[src/rtl/pn_pkg.sv]
// Shared constants, types and state codes of the peak normalizer.
package pn_pkg;

	localparam int SAMPLE_BITS = 24;
	localparam int FRAC_BITS   = SAMPLE_BITS - 1;
	// 255/256 gain: multiply by 255 as (x << 8) - x, divide by 256 as a shift of the peak.
	localparam int GAIN_SHIFT  = 8;
	localparam int PROD_BITS   = SAMPLE_BITS + GAIN_SHIFT;
	localparam int STEP_BITS   = $clog2(SAMPLE_BITS + 1);
	// Queue depth must be a power of two: pointers wrap by overflow.
	localparam int QUEUE_DEPTH = 2;
	localparam int QPTR_BITS   = $clog2(QUEUE_DEPTH);
	localparam int QCNT_BITS   = $clog2(QUEUE_DEPTH + 1);

	localparam logic [SAMPLE_BITS-1:0] FULL_MAG = {1'b1, {FRAC_BITS{1'b0}}};
	localparam logic [SAMPLE_BITS-1:0] MAX_POS  = {1'b0, {FRAC_BITS{1'b1}}};

	typedef enum logic {
		OP_MEASURE = 1'b0,
		OP_SCALE   = 1'b1
	} op_t;

	typedef enum logic [1:0] {
		ST_IDLE,
		ST_DIV,
		ST_FIN
	} state_t;

	typedef struct packed {
		op_t                    op;
		logic                   neg;
		logic [SAMPLE_BITS-1:0] mag;
		logic [SAMPLE_BITS-1:0] bits;
	} item_t;

endpackage

[src/rtl/pn_if.sv]
// Handshake channels of the peak normalizer: sample input and result output.
interface pn_in_if;
	import pn_pkg::*;

	logic                   valid;
	logic                   ready;
	logic                   opcode;
	logic [SAMPLE_BITS-1:0] sample_in;

	modport source (output valid, output opcode, output sample_in, input ready);
	modport sink (input valid, input opcode, input sample_in, output ready);
endinterface

interface pn_out_if;
	import pn_pkg::*;

	logic                   valid;
	logic                   ready;
	logic [SAMPLE_BITS-1:0] sample_out;
	logic [SAMPLE_BITS-1:0] peak_level;

	modport source (output valid, output sample_out, output peak_level, input ready);
	modport sink (input valid, input sample_out, input peak_level, output ready);
endinterface

[src/rtl/peak_normalizer.sv]
// Top level of the two-pass audio peak normalizer.
//
// Channels: samples (sink) carries opcode and sample_in, signed Q1.23;
// results (source) carries sample_out and peak_level. A beat moves when
// valid and ready are both high at a rising edge of clk.
// Opcode measure folds |sample_in| into the running peak and echoes the
// sample; opcode scale returns sample * 255/256 / peak, truncated toward
// zero and saturated, or the sample unchanged while the peak is zero.
// Every result beat also reports the peak after its item.
// A measure item, a scale item with zero peak, or a scale item that saturates
// outright passes through the queue register and the output register. A
// divided scale item is popped in ST_IDLE, takes 24 divider steps in ST_DIV,
// and is saturated and loaded into the output register in ST_FIN.
// Throughput: one measure item per cycle while results.ready stays high; the
// restoring divider retires one quotient bit per cycle, and no new item is
// popped until it is done. A 2-beat queue keeps the front taking beats meanwhile.
// Reset (arst_n low) clears the peak, the queue and the output valid flag.
// When the receiver stalls, the result holds in the output register, the
// back end pops no new item, and samples.ready drops once the queue fills.
module peak_normalizer (
	input  logic      clk,
	input  logic      arst_n,
	pn_in_if.sink     samples,
	pn_out_if.source  results
);
	import pn_pkg::*;

	item_t item;
	logic  item_valid;
	logic  pop;

	// Classify and queue incoming beats.
	pn_front u_front (
		.clk        (clk),
		.arst_n     (arst_n),
		.samples    (samples),
		.item       (item),
		.item_valid (item_valid),
		.pop        (pop)
	);

	// Track the peak, divide and drive the result channel.
	pn_back u_back (
		.clk        (clk),
		.arst_n     (arst_n),
		.item       (item),
		.item_valid (item_valid),
		.pop        (pop),
		.results    (results)
	);

endmodule

[src/rtl/pn_front.sv]
// Front end: accept input beats, classify them and hold them in a short queue.
module pn_front (
	input  logic          clk,
	input  logic          arst_n,
	pn_in_if.sink         samples,
	output pn_pkg::item_t item,
	output logic          item_valid,
	input  logic          pop
);
	import pn_pkg::*;

	item_t                  mem_q [QUEUE_DEPTH];
	logic [QPTR_BITS-1:0]   wr_ptr_q;
	logic [QPTR_BITS-1:0]   rd_ptr_q;
	logic [QCNT_BITS-1:0]   count_q;
	item_t                  cls;
	logic                   push;
	logic                   pull;

	// Split the sample into sign and magnitude; the most negative code keeps 2^(N-1).
	always_comb begin
		cls.op   = op_t'(samples.opcode);
		cls.bits = samples.sample_in;
		cls.neg  = samples.sample_in[SAMPLE_BITS-1];
		cls.mag  = cls.neg ? (SAMPLE_BITS'(0) - samples.sample_in) : samples.sample_in;
	end

	assign samples.ready = (count_q != QCNT_BITS'(QUEUE_DEPTH));
	assign push          = samples.valid && samples.ready;
	assign item_valid    = (count_q != '0);
	assign pull          = pop && item_valid;
	assign item          = mem_q[rd_ptr_q];

	always_ff @(posedge clk) begin
		if (push) begin
			mem_q[wr_ptr_q] <= cls;
		end
	end

	always_ff @(posedge clk or negedge arst_n) begin
		if (!arst_n) begin
			wr_ptr_q <= '0;
			rd_ptr_q <= '0;
			count_q  <= '0;
		end else begin
			if (push) begin
				wr_ptr_q <= wr_ptr_q + QPTR_BITS'(1);
			end
			if (pull) begin
				rd_ptr_q <= rd_ptr_q + QPTR_BITS'(1);
			end
			unique case ({push, pull})
				2'b10:   count_q <= count_q + QCNT_BITS'(1);
				2'b01:   count_q <= count_q - QCNT_BITS'(1);
				default: count_q <= count_q;
			endcase
		end
	end

endmodule

[src/rtl/pn_back.sv]
// Back end: peak tracking, bit-serial divider, saturation and output register.
module pn_back (
	input  logic          clk,
	input  logic          arst_n,
	input  pn_pkg::item_t item,
	input  logic          item_valid,
	output logic          pop,
	pn_out_if.source      results
);
	import pn_pkg::*;

	state_t                 state_q;
	state_t                 state_d;
	logic [SAMPLE_BITS-1:0] peak_q;
	logic [PROD_BITS-1:0]   rem_q;
	logic [SAMPLE_BITS-1:0] num_q;
	logic [SAMPLE_BITS-1:0] quo_q;
	logic [STEP_BITS-1:0]   cnt_q;
	logic                   neg_q;
	logic                   out_vld_q;
	logic [SAMPLE_BITS-1:0] out_sample_q;
	logic [SAMPLE_BITS-1:0] out_peak_q;

	logic [PROD_BITS-1:0]   den;
	logic [PROD_BITS-1:0]   prod;
	logic [PROD_BITS-1:0]   top;
	logic                   ovf;
	logic [PROD_BITS:0]     shifted;
	logic                   ge;
	logic [PROD_BITS-1:0]   rem_nxt;
	logic [SAMPLE_BITS-1:0] peak_max;
	logic                   out_free;
	logic                   out_load;
	logic [SAMPLE_BITS-1:0] out_sample_d;
	logic [SAMPLE_BITS-1:0] out_peak_d;
	logic                   peak_load;
	logic                   div_start;
	logic                   div_step;

	function automatic logic [SAMPLE_BITS-1:0] sat_result(
		input logic                   neg,
		input logic                   over,
		input logic [SAMPLE_BITS-1:0] q
	);
		logic [SAMPLE_BITS-1:0] lim;
		logic [SAMPLE_BITS-1:0] mq;
		lim = neg ? FULL_MAG : MAX_POS;
		mq  = (over || (q > lim)) ? lim : q;
		return neg ? (SAMPLE_BITS'(0) - mq) : mq;
	endfunction

	// q = floor(mag*255 * 2^F / (peak*256)); the upper part of the dividend seeds the remainder.
	assign den      = {peak_q, {GAIN_SHIFT{1'b0}}};
	assign prod     = {item.mag, {GAIN_SHIFT{1'b0}}} - {{GAIN_SHIFT{1'b0}}, item.mag};
	assign top      = {1'b0, prod[PROD_BITS-1:1]};
	assign ovf      = (top >= den);
	assign shifted  = {rem_q, num_q[SAMPLE_BITS-1]};
	assign ge       = (shifted >= {1'b0, den});
	assign rem_nxt  = ge ? PROD_BITS'(shifted - {1'b0, den}) : PROD_BITS'(shifted);
	assign peak_max = (item.mag > peak_q) ? item.mag : peak_q;
	assign out_free = !out_vld_q || results.ready;

	always_comb begin
		state_d      = state_q;
		pop          = 1'b0;
		out_load     = 1'b0;
		out_sample_d = item.bits;
		out_peak_d   = peak_q;
		peak_load    = 1'b0;
		div_start    = 1'b0;
		div_step     = 1'b0;
		unique case (state_q)
			ST_IDLE: begin
				if (item_valid && out_free) begin
					pop = 1'b1;
					unique case (item.op)
						OP_MEASURE: begin
							peak_load  = 1'b1;
							out_load   = 1'b1;
							out_peak_d = peak_max;
						end
						OP_SCALE: begin
							priority if (peak_q == '0) begin
								out_load = 1'b1;
							end else if (ovf) begin
								out_load     = 1'b1;
								out_sample_d = sat_result(item.neg, 1'b1, '0);
							end else begin
								div_start = 1'b1;
								state_d   = ST_DIV;
							end
						end
						default: begin
							out_load = 1'b0;
						end
					endcase
				end
			end
			ST_DIV: begin
				div_step = 1'b1;
				if (cnt_q == STEP_BITS'(1)) begin
					state_d = ST_FIN;
				end
			end
			ST_FIN: begin
				if (out_free) begin
					out_load     = 1'b1;
					out_sample_d = sat_result(neg_q, 1'b0, quo_q);
					state_d      = ST_IDLE;
				end
			end
			default: begin
				state_d = ST_IDLE;
			end
		endcase
	end

	always_ff @(posedge clk or negedge arst_n) begin
		if (!arst_n) begin
			state_q   <= ST_IDLE;
			peak_q    <= '0;
			out_vld_q <= 1'b0;
		end else begin
			state_q <= state_d;
			if (peak_load) begin
				peak_q <= peak_max;
			end
			if (out_load) begin
				out_vld_q <= 1'b1;
			end else if (results.ready) begin
				out_vld_q <= 1'b0;
			end
		end
	end

	always_ff @(posedge clk) begin
		if (div_start) begin
			rem_q <= top;
			num_q <= {prod[0], {FRAC_BITS{1'b0}}};
			quo_q <= '0;
			cnt_q <= STEP_BITS'(SAMPLE_BITS);
			neg_q <= item.neg;
		end else if (div_step) begin
			rem_q <= rem_nxt;
			num_q <= {num_q[SAMPLE_BITS-2:0], 1'b0};
			quo_q <= {quo_q[SAMPLE_BITS-2:0], ge};
			cnt_q <= cnt_q - STEP_BITS'(1);
		end
		if (out_load) begin
			out_sample_q <= out_sample_d;
			out_peak_q   <= out_peak_d;
		end
	end

	assign results.valid      = out_vld_q;
	assign results.sample_out = out_sample_q;
	assign results.peak_level = out_peak_q;

endmodule

[src/flat_wrapper.sv]
// flat-port wrapper written by rule: the top's interface ports become plain ports
module peak_normalizer_flat import pn_pkg::*;
  (clk, arst_n, samples_valid, samples_opcode, samples_sample_in, samples_ready, results_valid, results_sample_out, results_peak_level, results_ready);
  pn_in_if samples_i ();
  pn_out_if results_i ();
  input  logic clk;
  input  logic arst_n;
  input wire logic [$bits(samples_i.valid)-1:0] samples_valid;
  input wire logic [$bits(samples_i.opcode)-1:0] samples_opcode;
  input wire logic [$bits(samples_i.sample_in)-1:0] samples_sample_in;
  output wire logic [$bits(samples_i.ready)-1:0] samples_ready;
  output wire logic [$bits(results_i.valid)-1:0] results_valid;
  output wire logic [$bits(results_i.sample_out)-1:0] results_sample_out;
  output wire logic [$bits(results_i.peak_level)-1:0] results_peak_level;
  input wire logic [$bits(results_i.ready)-1:0] results_ready;
  assign samples_i.valid = samples_valid;
  assign samples_i.opcode = samples_opcode;
  assign samples_i.sample_in = samples_sample_in;
  assign samples_ready = samples_i.ready;
  assign results_valid = results_i.valid;
  assign results_sample_out = results_i.sample_out;
  assign results_peak_level = results_i.peak_level;
  assign results_i.ready = results_ready;
  peak_normalizer u_core (.clk(clk), .arst_n(arst_n), .samples(samples_i), .results(results_i));
endmodule
[config.mk]
export PLATFORM = sky130hd
export DESIGN_NAME = peak_normalizer_flat
export DESIGN_NICKNAME = d
export VERILOG_FILES = /design/src/rtl/pn_pkg.sv /design/src/rtl/pn_if.sv /design/src/rtl/peak_normalizer.sv /design/src/rtl/pn_front.sv /design/src/rtl/pn_back.sv /design/src/flat_wrapper.sv
export SDC_FILE = /design/constraint.sdc
export NUM_CORES = 1
export LEC_CHECK = 0
export ABC_CLOCK_PERIOD_IN_PS = 9600
export BUFFER_PORTS_ARGS = -buffer_cell sky130_fd_sc_hd__clkbuf_2
export CORE_MARGIN = 10
export CORE_UTILIZATION = 60
export CTS_BUF_LIST = sky130_fd_sc_hd__clkbuf_8
export DETAILED_ROUTE_END_ITERATION = 10
export PLACE_DENSITY = 0.78
export SLEW_MARGIN = 20
export SYNTH_ARGS = -nofsm -noshare
export SYNTH_HDL_FRONTEND = slang
export SYNTH_SLANG_ARGS = --single-unit
[constraint.sdc]
create_clock -name clk -period 9.6 [get_ports clk]
set_input_delay 0.48 -clock clk [delete_from_list [all_inputs] [get_ports clk]]
set_output_delay 0.48 -clock clk [all_outputs]
set_load 0.01 [all_outputs]
==> results.toml, run 1 <==
[clock_tree]
clk_latency_ps = 560
cts_resized = 0
ctsHoldBuffers = 0
clk_path_buf_depth = 3
cts_tree = "done"
clkSlewWorstSetupHoldPaths_ps = 70
clock_sinks = 238
htree_levels = 2
numCtsBuffers = 38
postCtsSetupBuffers = 0
root_buffer = "clkbuf_8"

[placement]
place_congestion = 0.930
port-buffer-count = 78
dp_hpwl_um = 30200
placed_area_um2 = 15700
dp.cells = 1783

[logic_synthesis]
synth_most_common_cell = "edfxtp_1"
netlist.area_leader.share = 0.353
synth_ff_type = "edfxtp_1"
synth_nets = 1574
ys_seq_elements = 238
yosys-top-cells-count = "edfxtp_1, ha_1, nand2_1"
synth_edf_count = 177
netlist_area_um2 = 15100
synthCells = 1427
ys_async_sr_fraction = 0.130
synth-seq-area-share = 0.444
avgSynthCellArea_um2 = 10.6
yosys-top-cells-area = "edfxtp_1, ha_1, mux2i_1"
yosys_warnings = 0
netlist-cell-type-count = 89
synth.largest_area_cell = "edfxtp_1"

[global_route]
antenna_found_initial = 0
grt_pass1_wl_um = 62300
grt_max_degree = 53
grt_pass1_vias = 11300
grt.total_usage = 0.248
grt.overflow.total = 0

[sta]
slew_headroom = 0.382
max_freq_ghz = 0.134
setup_viol = 0
fin_hold_ws_ps = 54.2
tightestPinTransition_ps = 927
fin_crit_sh = 0.779
min_period_ps = 7470
grt_setup_unrepaired = "false"
finalSetupTns_ps = 0
skew_ps = 26.1
slew_viol_final = 0
finalHoldViolCount = 0

[floorplan]
rows = 57
coreArea_um2 = 24500
initial_core_util = 0.614
die_y_um = 178
ioPinCount = 79
dieArea_um2 = 31800
die_w_um = 178

[flow_run]
max_cap_violations = 0

[pwr]
clkPwrFrac = 0.157
internal-power_mw = 2.94
peakVddDrop_mv = 0.188
pwr-share-seq = 0.321
combinationalPowerShare = 0.522
p_sw_frac = 0.435
power_leakage_nw = 6.54
p_switching_mw = 2.26
power_density_nw_per_um2 = 317

[setup_path]
end_kind = "register"
cp-start-kind = "register"
worst-setup-path-type = "register to register"
worstPathMaxFanout = 37
cp.required_ps = 9900
crit_arrival_ps = 7770

[cells_and_area]
seq_area_um2 = 6690
drive_gt1_frac = 0.140
area_growth_pct = 9.10
design_area_um2 = 16400
n_antenna_cell = 0
fillers = 1920
instances_no_fill = 1851
multi_input_area_um2 = 7850
nets = 1646

[outcome]
status = "finished clean"

[route]
avgRoutedWirePerCell_um = 21.5
drtIter0Drc = 1416
route.vias.total = 11800
first_pass_iters = 6
viasPerCell = 6.37
drt_wl_total_um = 39700
ant_nets = 0
drc_errors = 0

[hold_path]
hold_path.class = "input pin to asynchronous set/reset pin"
[routing by layer]
layer  vias to the layer above  global-route usage  share of wire
met2                       483               0.368           0.44
met5                         -                   0              0
li1                       5574                   -              -
met1                      5676               0.364           0.46
met4                         0              0.0682          0.021
met3                        58              0.0459          0.083
[logic make-up after synthesis]
family | Yosys count | synth area share
muxes | 128 | 0.0910
adders and majority gates | 118 | 0.0985
DFF | 238 | 0.444
buffers and inverters | 133 | 0.0364
AOI/OAI and AO/OA | 362 | 0.162
and+or+nand+nor | 376 | 0.126
xor gates and xnor gates | 72 | 0.0419
[power by group through the flow]
stage | Clock (mW) | Combinational (mW) | Sequential (mW)
3_3_place_gp | 0 | 2.60 | 1.67
6_report | 0.817 | 2.72 | 1.67
5_1_grt | 0.881 | 2.99 | 1.70
2_1_floorplan | 0 | 2.03 | 1.62
3_5_place_dp | 0 | 2.64 | 1.69
4_1_cts | 0.831 | 2.67 | 1.66
[stage by stage]
stage	power [mW]	worst slack (ps)	utilization
2_1_floorplan	3.65	764	-
3_3_place_gp	4.28	2360	0.641
3_5_place_dp	4.33	2170	0.641
4_1_cts	5.16	2160	0.670
5_1_grt	5.57	1520	0.670
6_report	5.21	2130	0.670
[final timing paths]
check                                                   end  slack, ps                    start  depth (start not counted)
max in group asynchronous           u_core.u_front.rd_ptr_q       8910                   arst_n                          1
worst max register to register      u_core.u_back.rem_q[19]       2130  u_core.u_front.rd_ptr_q                         21
min in group clk                u_core.u_front.mem_q[0][49]        140           samples_opcode                          1
worst min-delay path               u_core.u_back.peak_q[16]         50                   arst_n                          1
worst max-delay path                u_core.u_back.rem_q[19]       2130  u_core.u_front.rd_ptr_q                         21
worst min register to register      u_core.u_back.rem_q[31]        470  u_core.u_back.rem_q[31]                          2
[layout make-up]
cell class,count,area share
clock buffers,40,0.0335
clock inverters,28,0.0102
flip-flops and latches,238,0.407
repair buffers,91,0.0297
well taps,324,0.0247
inverters,74,0.0169
multi-input cells,1056,0.478
[sequential cells by signal, summed over array words and instances (netlist names)]
signal / count
u_core.u_back.results.sample_out: 24
u_core.u_back.cnt_q: 5
u_core.u_front.mem_q: 96
u_core.u_back.peak_q: 24
u_core.u_back.quo_q: 24
u_core.u_front.wr_ptr_q: 1
u_core.u_back.rem_q: 32
u_core.u_back.results.peak_level: 24
u_core.u_front.rd_ptr_q: 1
u_core.u_back.results.valid: 1
u_core.u_back.state_q: 2
u_core.u_back.num_q: 1
u_core.u_front.count_q: 2
u_core.u_back.neg_q: 1
[worst max-delay path, cell delays in order, from the launching register on]
cell and delay (ps):
dfrtp_2 720, buf_4 560, mux2i_1 700, inv_1 170
ha_1 350, o21ai_0 220, o311ai_1 550, nand3_1 210
o21bai_1 300, a21oi_1 120, o311ai_1 340, ha_1 210
nand4_1 100, nor2_1 140, o211ai_1 120, nor4bb_2 430
a311oi_4 190, a32oi_4 630, buf_4 420, inv_2 320
a21o_1 240, o22a_1 140
[cells in the final DEF, fill, tap and decap left out, types with 34 or more instances in the layout]
| master | instances |
|---|---|
| nor2_1 | 66 |
| nand2_1 | 109 |
| clkbuf_2 | 78 |
| o21ai_0 | 60 |
| nor3_1 | 37 |
| clkbuf_8 | 40 |
| mux2i_1 | 83 |
| edfxtp_1 | 177 |
| inv_1 | 89 |
| ha_1 | 117 |
| nand3_1 | 34 |
| xnor2_1 | 56 |
| mux2_2 | 37 |
| a21oi_1 | 87 |
(Power assumes the default switching activity.)
==> inputs of run 2 (changes only) <==
--- a/config.mk
+++ b/config.mk
@@ -5,7 +5,7 @@
 export SDC_FILE = /design/constraint.sdc
 export NUM_CORES = 1
 export LEC_CHECK = 0
-export ABC_CLOCK_PERIOD_IN_PS = 9600
+export ABC_CLOCK_PERIOD_IN_PS = 7500
 export BUFFER_PORTS_ARGS = -buffer_cell sky130_fd_sc_hd__clkbuf_2
 export CORE_MARGIN = 10
 export CORE_UTILIZATION = 60
==> constraint.sdc (replaced) <==
create_clock -name clk -period 7.5 [get_ports clk]
set_input_delay 0.375 -clock clk [delete_from_list [all_inputs] [get_ports clk]]
set_output_delay 0.375 -clock clk [all_outputs]
set_load 0.01 [all_outputs]
==> results.toml, run 2 (synthesis gave the netlist of run 1 again) <==
[outcome]
status = "finished clean"

[route]
drt_wl_total_um = 40500
route.vias.total = 11900
drc_errors = 0
viasPerCell = 6.42
first_pass_iters = 5
ant_nets = 0
drtIter0Drc = 1314
avgRoutedWirePerCell_um = 21.7

[clock_tree]
root_buffer = "clkbuf_8"
postCtsSetupBuffers = 0
numCtsBuffers = 41
ctsHoldBuffers = 2
clkSlewWorstSetupHoldPaths_ps = 60
clk_path_buf_depth = 3
clk_latency_ps = 580
cts_resized = 0
cts_tree = "done"
clock_sinks = 238
htree_levels = 2

[setup_path]
end_kind = "register"
crit_family = "compound AO/OA/AOI/OAI gates"
cpPeakStageDelay_ps = 830
crit_arrival_ps = 6510
worstPathMaxFanout = 48
cp-start-kind = "register"
worst-r2r-setup-slack_ps = 1150
cp.required_ps = 7660
crit_chain = "buf_4, mux2_2, inv_1, ha_1, o31a_1, or2_2, a221o_1, a31o_2, a211oi_1, xnor2_1, ha_1, and4_1, nand4_1, a211oi_1, a311oi_4, a21oi_1, nor2_1, o21ai_4, buf_4"
path_buf_inv = 3
worst-setup-path-type = "register to register"
r2r-end = "u_core.u_back.results.peak_level[13]"
cpMaxStageDelayCell = "dfrtp_2"
rr_worst_depth = 19
r2r_start = "u_core.u_front.rd_ptr_q"

[global_route]
grt.overflow.total = 0
grt_max_degree = 53
grt_pass1_wl_um = 62800
antenna_found_initial = 0
grt_pass1_vias = 11300
grt.total_usage = 0.250

[sta]
skew_ps = 51.5
min_period_ps = 6350
slew_viol_final = 0
grt_setup_unrepaired = "false"
tightestPinTransition_ps = 1130
finalHoldViolCount = 0
max_freq_ghz = 0.158
finalSetupTns_ps = 0
slew_headroom = 0.227
fin_crit_sh = 0.847
setup_viol = 0

[cells_and_area]
top_register = "u_core.u_front.mem_q"
nets = 1652
top_regs = "u_core.u_front.mem_q (96), u_core.u_back.rem_q (32)"
area_growth_pct = 9.56
largest_reg_flops = 96
final_cell_mix = "edfxtp_1, ha_1, nand2_1"
drive_gt1_frac = 0.143
n_antenna_cell = 0
instances_no_fill = 1860
layout_commonest_cell = "edfxtp_1"

[hold_path]
hold_depth = 1
hp-start = "samples_sample_in[0]"
whs_endpoint = "u_core.u_front.mem_q[1][24]"
hold_path.class = "input pin to register"

[pwr]
internal-power_mw = 3.79
combinationalPowerShare = 0.522
total_power_mw = 6.76
pwr-share-seq = 0.317
power_density_nw_per_um2 = 410
p_sw_frac = 0.440
p_switching_mw = 2.97
clkPwrFrac = 0.161
power_leakage_nw = 6.58
peakVddDrop_mv = 0.212

[placement]
dp_hpwl_um = 30300
place_congestion = 0.972
port-buffer-count = 78
dp.cells = 1784

[floorplan]
die_w_um = 178
die_y_um = 178
ioPinCount = 79
coreArea_um2 = 24500
dieArea_um2 = 31800
initial_core_util = 0.614
rows = 57

[flow_run]
max_cap_violations = 0
-- run 2: worst max path at each step --
stage                            startpoint                                    to  slack [ps]  depth (start not counted)
detailed placement  u_core.u_front.rd_ptr_q               u_core.u_back.rem_q[25]        1260                         21
floorplan           u_core.u_front.rd_ptr_q   u_core.u_back.results.peak_level[0]         880                         21
global placement    u_core.u_front.rd_ptr_q  u_core.u_back.results.peak_level[13]        1440                         19
global route        u_core.u_front.rd_ptr_q               u_core.u_back.rem_q[29]         740                         21
CTS                 u_core.u_front.rd_ptr_q  u_core.u_back.results.peak_level[11]        1220                         19
finish              u_core.u_front.rd_ptr_q  u_core.u_back.results.peak_level[13]        1150                         19
-- run 2: routing by layer --
metal  up-vias  part of all wire  track usage
li1       5584                 -            -
met1      5759              0.44        0.367
met2       535              0.45        0.380
met3        65             0.086       0.0319
met4         0             0.020       0.0685
met5         -                 0            0
-- run 2: cell type report --
cell class | count | area [um^2]
repair buffers | 94 | 515
inverters | 74 | 278
fillers | 1931 | 8030
multi-input cells | 1056 | 7850
clock buffers | 44 | 606
flip-flops and latches | 238 | 6690
well taps | 324 | 405
clock inverters | 30 | 154
-- run 2: stage by stage --
step	hold WS [ps]	area [um^2]	utilization	setup WS, ps
floorplan	79.4	15100	-	876
global placement	465	15700	0.641	1440
detailed placement	478	15700	0.641	1260
CTS	43.3	16500	0.673	1220
global route	48.6	16500	0.673	743
finish	53.4	16500	0.673	1150
-- run 2: power by group through the flow --
stage,sequential (mW),clock [mW],combinational (mW)
global route,2.18,1.16,3.86
detailed placement,2.16,0,3.42
floorplan,2.07,0,2.60
global placement,2.15,0,3.33
finish,2.15,1.09,3.53
CTS,2.14,1.10,3.45
==> inputs of run 3 (changes only) <==
--- a/config.mk
+++ b/config.mk
@@ -5,13 +5,13 @@
 export SDC_FILE = /design/constraint.sdc
 export NUM_CORES = 1
 export LEC_CHECK = 0
-export ABC_CLOCK_PERIOD_IN_PS = 7500
+export ABC_CLOCK_PERIOD_IN_PS = 5200
 export BUFFER_PORTS_ARGS = -buffer_cell sky130_fd_sc_hd__clkbuf_2
 export CORE_MARGIN = 10
-export CORE_UTILIZATION = 60
+export CORE_UTILIZATION = 58
 export CTS_BUF_LIST = sky130_fd_sc_hd__clkbuf_8
 export DETAILED_ROUTE_END_ITERATION = 10
-export PLACE_DENSITY = 0.78
+export PLACE_DENSITY = 0.79
 export SLEW_MARGIN = 20
 export SYNTH_ARGS = -nofsm -noshare
 export SYNTH_HDL_FRONTEND = slang
==> constraint.sdc (replaced) <==
create_clock -name clk -period 5.2 [get_ports clk]
set_input_delay 0.26 -clock clk [delete_from_list [all_inputs] [get_ports clk]]
set_output_delay 0.26 -clock clk [all_outputs]
set_load 0.01 [all_outputs]
==> results.toml, run 3 (synthesis gave the netlist of run 1 again) <==
[cells_and_area]
top_register = "u_core.u_front.mem_q"
largest_reg_flops = 96
nets = 1760
seq_area_um2 = 6690
area_growth_pct = 20.3
layout_commonest_cell = "edfxtp_1"
final_cell_mix = "edfxtp_1, nand2_1, ha_1"
top_regs = "u_core.u_front.mem_q (96), u_core.u_back.rem_q (32)"
multi_input_area_um2 = 8300
instances_no_fill = 1975
finish.utilization = 0.713
drive_gt1_frac = 0.224
fillers = 1791
n_antenna_cell = 0

[global_route]
grt.overflow.total = 0
grt_pass1_wl_um = 66800
grt.total_usage = 0.250
antenna_found_initial = 0
grt_pass1_vias = 11900
grt_max_degree = 52

[floorplan]
die_w_um = 181
die_y_um = 181
rows = 58
dieArea_um2 = 32800
coreArea_um2 = 25400
initial_core_util = 0.593
ioPinCount = 79

[route]
avgRoutedWirePerCell_um = 22.3
first_pass_iters = 6
drtIter0Drc = 1409
drt_wl_total_um = 44100
route.vias.total = 12600
ant_nets = 0
drc_errors = 0
viasPerCell = 6.40

[sta]
grt_setup_unrepaired = "true"
slew_viol_final = 0
skew_ps = 22.3
fin_crit_sh = 1.01
max_freq_ghz = 0.190
slew_headroom = 0.341
fin_ws_ps = -74.3
fin_hold_ws_ps = 28.5
tightestPinTransition_ps = 978
min_period_ps = 5270
setup_viol = 15
finalHoldViolCount = 0

[placement]
dp.cells = 1856
dp_hpwl_um = 31300
preCtsSetupSlack_ps = -162
place_congestion = 0.950
port-buffer-count = 78

[clock_tree]
clk_path_buf_depth = 3
root_buffer = "clkbuf_8"
clk_latency_ps = 570
numCtsBuffers = 40
htree_levels = 2
clkSlewWorstSetupHoldPaths_ps = 60
cts_tree = "done"
clock_sinks = 238

[hold_path]
hold_path.class = "input pin to register"
hold_depth = 1

[setup_path]
worst-setup-path-type = "register to register"
worst-r2r-setup-slack_ps = -70
rr_worst_depth = 20
worstPathMaxFanout = 6
cp.required_ps = 5470
end_kind = "register"
cp-start-kind = "register"
crit_arrival_ps = 5540

[flow_run]
max_cap_violations = 0

[pwr]
power_leakage_nw = 7.31
power_density_nw_per_um2 = 620
peakVddDrop_mv = 0.420
total_power_mw = 11.2

[outcome]
status = "finished with violations"
violations = "setup timing"
[run 3: worst max-delay path, cell delays in order (launching register included)]
cell and delay [ps]:
dfrtp_2 440, buf_6 140, buf_6 110, mux2_4 330
ha_4 260, and3_4 140, o31a_1 300, or2_4 270
a221o_1 300, a31o_4 240, xor2_1 160, ha_1 300
nand4_1 130, nor2_2 120, o211ai_1 150, nor4bb_4 390
a311oi_4 210, a2111o_1 540, nand2_2 160, buf_12 150
o221ai_1 140
[run 3: timing repair]
item,4_1_cts,5_1_grt
hold buffers,20,1
gates cloned,1,7
buffers inserted,6,12
hold endpoints to repair,69,2
resized for setup,40,52
setup endpoints to repair,112,166
pin swaps,12,35
[run 3: final timing paths]
| check | from | endpoint |
|---|---|---|
| worst max-delay path | u_core.u_front.rd_ptr_q | u_core.u_back.results.sample_out[17] |
| worst min-delay path | samples_sample_in[10] | u_core.u_front.mem_q[0][10] |
| worst max register to register | u_core.u_front.rd_ptr_q | u_core.u_back.results.sample_out[17] |
| worst min register to register | u_core.u_back.rem_q[31] | u_core.u_back.rem_q[31] |
| max in group asynchronous | arst_n | u_core.u_front.rd_ptr_q |
| min in group asynchronous | arst_n | u_core.u_back.peak_q[6] |
[run 3: routing by layer]
layer  GRT usage  wire length (um)
met5           0                 0
met4      0.0732              1220
met3      0.0490              3990
met2       0.382             19900
met1       0.351             18900
[run 3: final cells by class]
cell class	count	share of cell area
clock inverter	28	0.00753
timing repair buffer	203	0.0912
sequential	238	0.369
clock buffer	46	0.0349
tap	330	0.0228
inverter	74	0.0159
multi-input combinational	1056	0.458
[run 3: stage by stage]
step | TNS, ps | cell area [um^2]
finish | -398 | 18100
global route | -9220 | 18100
CTS | -0.840 | 17600
detailed placement | -3240 | 16400
global placement | -1530 | 16400
floorplan | -11280 | 15200
[run 3: power by group]
part	switching, mW	total [mW]	internal, mW
Combinational	3.70	6.54	2.84
Sequential	0.381	3.08	2.70
Clock	0.787	1.61	0.820
Total	4.87	11.2	6.36
